==> config.mk <==
export PLATFORM = sky130hd
export DESIGN_NAME = ihrs_ctrl
export DESIGN_NICKNAME = d
export VERILOG_FILES = /design/src/rtl/ihrs_pkg.sv /design/src/rtl/ihrs_ctrl.sv
export SDC_FILE = /design/constraint.sdc
export NUM_CORES = 1
export LEC_CHECK = 0
export ABC_AREA = 1
export BUFFER_PORTS_ARGS = -buffer_cell sky130_fd_sc_hd__buf_2
export CELL_PAD_IN_SITES_DETAIL_PLACEMENT = 1
export CELL_PAD_IN_SITES_GLOBAL_PLACEMENT = 1
export CORE_AREA = 3 3 40 42
export CTS_CLUSTER_SIZE = 8
export DETAILED_ROUTE_END_ITERATION = 10
export DIE_AREA = 0 0 43 45
export GPL_ROUTABILITY_DRIVEN = 0
export HOLD_SLACK_MARGIN = 0.1
export PLACE_DENSITY_LB_ADDON = 0.15
export REMOVE_ABC_BUFFERS = 1
export SLEW_MARGIN = 20
export SYNTH_ARGS = -nofsm -noshare
export SYNTH_HDL_FRONTEND = slang
export SYNTH_SLANG_ARGS = --single-unit
==> constraint.sdc <==
create_clock -name clk -period 3.2 [get_ports clk]
set_clock_uncertainty 0.15 [all_clocks]
set_input_delay 0.32 -clock clk [delete_from_list [all_inputs] [get_ports clk]]
set_output_delay 0.32 -clock clk [all_outputs]
set_load 0.02 [all_outputs]
==> src/rtl/ihrs_pkg.sv <==
// Package for the indexed histogram running stats unit.
// Holds command/status structs, placement codes and register addresses; no dependencies.
`default_nettype none
package ihrs_pkg;
  localparam logic [1:0] PLACE_BIN   = 2'd0;
  localparam logic [1:0] PLACE_BELOW = 2'd1;
  localparam logic [1:0] PLACE_ABOVE = 2'd2;

  localparam logic [2:0] REG_RANGE_LOW  = 3'd0;
  localparam logic [2:0] REG_RANGE_HIGH = 3'd4;

  typedef struct packed {
    logic load;      // capture input item, start bin divide
    logic bin_done;  // bin quotient ready: read stores
    logic mean_go;   // start mean divide
    logic finish;    // compute and write back, present result
  } ihrs_cmd_t;

  typedef struct packed {
    logic div_busy;
    logic div_done;
    logic clear_done;
  } ihrs_sts_t;
endpackage
`default_nettype wire

==> src/rtl/ihrs_ctrl.sv <==
// Controller state machine for the histogram running stats unit.
// Depends on ihrs_pkg.
`default_nettype none
module ihrs_ctrl (
  input  wire                 clk,
  input  wire                 rst,
  input  wire                 in_fire,
  input  wire                 out_taken,
  input  ihrs_pkg::ihrs_sts_t sts,
  output ihrs_pkg::ihrs_cmd_t cmd,
  output logic                in_ready,
  output logic                out_valid,
  output logic                clearing
);
  import ihrs_pkg::*;

  localparam logic [2:0] S_CLEAR = 3'd0;
  localparam logic [2:0] S_IDLE  = 3'd1;
  localparam logic [2:0] S_BDIV  = 3'd2;
  localparam logic [2:0] S_READ  = 3'd3;
  localparam logic [2:0] S_MDIV  = 3'd4;
  localparam logic [2:0] S_FIN   = 3'd5;
  localparam logic [2:0] S_ADDR  = 3'd6;
  localparam logic [2:0] S_FETCH = 3'd7;

  logic [2:0]  state;
  logic [2:0]  state_next;
  logic        out_full;

  assign clearing = (state == S_CLEAR);
  assign in_ready = (state == S_IDLE) && (!out_full || out_taken);
  assign out_valid = out_full;

  always_comb begin
    cmd = '0;
    state_next = state;
    case (state)
      S_CLEAR: if (sts.clear_done) state_next = S_IDLE;
      S_IDLE: begin
        if (in_fire) begin
          cmd.load = 1'b1;
          state_next = S_BDIV;
        end
      end
      S_BDIV: begin
        if (sts.div_done) begin
          cmd.bin_done = 1'b1;
          state_next = S_ADDR;
        end
      end
      S_ADDR:  state_next = S_FETCH;
      S_FETCH: state_next = S_READ;
      S_READ: begin
        cmd.mean_go = 1'b1;
        state_next = S_MDIV;
      end
      S_MDIV: if (sts.div_done) state_next = S_FIN;
      S_FIN: begin
        if (!out_full || out_taken) begin
          cmd.finish = 1'b1;
          state_next = S_IDLE;
        end
      end
      default: state_next = S_IDLE;
    endcase
  end

  always_ff @(posedge clk) begin
    if (rst) begin
      state    <= S_CLEAR;
      out_full <= 1'b0;
    end else begin
      state <= state_next;
      if (cmd.finish) begin
        out_full <= 1'b1;
      end else if (out_taken) begin
        out_full <= 1'b0;
      end
    end
  end

  a_take_idle: assert property (@(posedge clk) disable iff (rst) in_fire |-> state == S_IDLE)
    else $error("item taken while busy");
  a_no_overwrite: assert property (@(posedge clk) disable iff (rst)
    !(cmd.finish && out_full && !out_taken))
    else $error("result overwritten");
  a_div_idle: assert property (@(posedge clk) disable iff (rst)
    !(sts.div_busy && state == S_IDLE))
    else $error("divider busy in idle");
endmodule
`default_nettype wire

Word-level counts from Yosys, hierarchy flattened --
Index checks and enable logic that the tools add are counted.
Storage, ports and cells: input bits 7, logic and storage cells 35, register bits after elaboration 4, output and inout port bits 7
Operators by class: muxes and demuxes 15, reduce and logical (&&, ||, !) cells 6, equality and inequality tests 12
Operators by type and width (number):
- $pmux W3 S8 | 1
- $mux W3 | 5
- $eq A3 B3 Y1 const B | 4
- $ne A2 B2 Y1 const B | 5
- $mux W1 | 9
- $eq A3 B2 Y1 const B | 2
- $reduce_and A5 Y1 | 1
- $eq A3 B1 Y1 const B | 1
- $logic_not A3 Y1 | 1
- $reduce_bool A2 Y1 | 1
- $logic_and A1 B1 Y1 | 1
- $logic_not A1 Y1 | 1
- $logic_or A1 B1 Y1 | 1

Depth between registers and ports, before layout --
word-level depth 5, mapped depth 8, gate-level depth less buffers 8

Least setup slack after synthesis --
Ideal clock, no wire load.
path type register to output, start reg state[0], end out clearing, required time 2.730 ns, path slack 1.842 ns, cell stages (with the launch flop) 3, arrival time 0.888 ns, buffers on the path 1, path through dfxtp_1 buf_2 nor3_1
On the way: cells in the longest elaborated chain, start to end 1
Ends and longest elaborated chain:
- start, declared | RTL line ihrs_ctrl.sv:26 | logic [2:0] state;
- start signal, assigned | RTL line ihrs_ctrl.sv:73 | state <= state_next;
- $logic_not A3 Y1 | RTL line ihrs_ctrl.sv:30 | assign clearing = (state == S_CLEAR);
- end, declared | RTL line ihrs_ctrl.sv:13 | output logic clearing
Every way passes these cells.

==> impl_results.md <==
* P&R area growth vs syn at 31.3%
* Reg2Reg Launch Point: state[0]
* Status: completed
* Maximum clock insertion buffer count at 2
* WL/cell at 9.45 um
* Largest net degree at the start of global routing at 10
* CP Launch Type: flop
* R2R Setup Slk at 1.86 ns
* Mapped Area at slightly above 300 um2
* Setup-failing EPs final at 0
* Post-CTS setup repair buffer count at 0
* DRT iter0 DRCs at 1
* Share of cells above drive strength 1 at 32.4%
* Synthesized flop and latch total at 4
* Reg-to-Reg End: state[1]
* Vias in the first global route at 330
* Netlist cell types at 17
* Detailed-route via count at roughly 360
* Synth area leader: dfxtp_1
* N_diodes at 0
* Crit Path Max Fanout at 9
* Fmax at between 600 and 700 MHz
* Initial antenna violation count at 0
* Nets@finish at 77
* Total I/O pin count at 14
* Number of I/O port buffers at 12
* Min Tclk post-route at between 1.5 and 2 ns
* Hold depth at 2
* CTS clk-pin slew, worst paths at 0.04 ns
* Max-Cap Viols at 0
* First-pass GRT wire length at 1320 um
* HP Start: rst
* Commonest cells post-synth: nand2_1 (13), nor2_1 (13), inv_1 (7)
* CP delay by family, top: flip-flops
* Final period util at between 50% and 60%
* Die X at roughly 43 um
* Hold Crit Class: primary input to flop
* Die area at 1940 um2
* Num rows at 13
* Post-synth top area share at 26.0%
* Final Max Slew Viols at 0
* Setup Slack @ Placement at 1.77 ns
* Worst setup margin at 1.55 ns
* Avg Vias per Cell at 4.36
* DRT antenna net count at 0
* Overflow after GRT at 0
* Synth area leaders: dfxtp_1 (26%), nand2_1 (16%), nor2_1 (16%)
* Starting density of the core at 24.0%
* CTS tree: done
* Synth Instances at 54
* Slowest stage cell, crit path: dfxtp_1
* Crit path capture type: output pin
* Avg Inst Size Synth at 5.70 um2
* Hold-fix buffers, CTS at 0
* VDD IR max at 238 uV
* Critical path startpoint: state[0]
* Pwr/cell area at 872 nW/um2
* Crit Path Category: flop to output pin
* TritonCTS Buffers at 3
* Leak pwr at 0.231 nW
* PostCTS Resize Cnt at 0
* DRT Pass-1 Iters at 2
* Drc violations at 0
* Detailed placement HPWL at 655 um
* Yosys warnings at 0
* Fin Setup TNS at 0 ns
* Ys flop type: dfxtp_1
* Worst Hold Path EP: state[1]
* RSZ-0062 raised after global routing: false
* Worst endpoint required time at 2.73 ns
* Seq/Total Area, Yosys at 26.0%
* Tot Pwr at 0.000353 W
* Root buf cell: clkbuf_4
* Clk_lat worst skew at 0.23 ns
* H-tree levels at 1
* TritonCTS Sinks at 4
* Final Hold Viols at 0
* Crit-path max cell delay at 0.48 ns
* Max-slew headroom at roughly 80%
* Die Ht at 45 um
* GRT Util Overall at about a tenth
* Crit path arrival time at 1.18 ns
* Number of synthesized flops with an enable pin at 0
* Routed WL at 784 um
* Share of flip-flops with an asynchronous set or reset at 0%
* CP Buf/Inv Count at 1
* Reg2Reg Depth at 7
* Slew @ Worst Pin at approximately 0.3 ns
* Core ar. at 1280 um2
* Worst path cell trace: nand3_1, nor2_1, buf_2
==> layer usage <==
| metal | global-route usage, % | part of all wire (%) |
|---|---|---|
| met3 | 2.39 | 4.3 |
| met2 | 15.0 | 48 |
| met1 | 10.4 | 46 |
| met5 | 0 | 0 |
| met4 | 9.04 | 1.9 |
==> stage by stage <==
step	cell area, um2	hold WS (ns)	utilization (%)	cells
after global routing	404	0.153	31.5	83
after global placement	382	0.377	29.7	80
after CTS	404	0.139	31.5	83
after detailed placement	382	0.382	29.7	80
after floorplan	303	0.237	-	53
final	404	0.145	31.5	83
==> state kept, by name (all words and copies together), names as in the netlist <==
name       flops
out_valid      1
state          3
==> placed cells by master, fill, tap and decap left out <==
master	synthesis	layout
a21oi_1	1	1
nand4_2	1	1
nor2_1	13	13
nand3b_1	1	1
clkbuf_4	0	3
nor3_1	1	1
buf_2	1	12
inv_1	7	7
nand2_1	13	13
o21ai_0	2	2
nand3_1	2	2
inv_2	2	2
nor2_2	2	2
nand4_1	1	1
nand3_2	1	1
a31oi_1	1	1
dfxtp_1	4	4
nand2_2	1	1
==> worst max-delay path by stage <==
stage               end  slack, ns  depth (start not counted)
2_1_floorplan    cmd[3]       1.84                          2
5_1_grt          cmd[3]       1.39                          3
3_5_place_dp     cmd[3]       1.77                          3
3_3_place_gp   in_ready       1.77                          3
6_report         cmd[3]       1.55                          3
4_1_cts          cmd[3]       1.52                          3
==> report_power, final <==
part           switching [W]  internal (W)  total [W]  leakage (nW)
clock network      0.0000191     0.0000418  0.0000609        0.0138
registers          0.0000261     0.0000659  0.0000920        0.0330
logic               0.000128     0.0000719   0.000200         0.184
==> kinds of logic (layout without fill, tap and decap cells) <==
kind of cell	Yosys count	after routing	share of synthesized area (%)
AOI/OAI and AO/OA	4	4	6.91
buffers and inverters	10	24	12.6
DFF	4	4	26.0
and+or+nand+nor	36	36	54.5
==> final cells by class <==
cell class,instances,area (um2)
fillers,188,881
multi-input cells,40,189
flip-flops and latches,4,80.1
repair buffers,12,60.1
inverters,9,33.8
clock buffers,3,22.5
well taps,15,18.8
No activity file was read; power rests on OpenSTA's default activity.
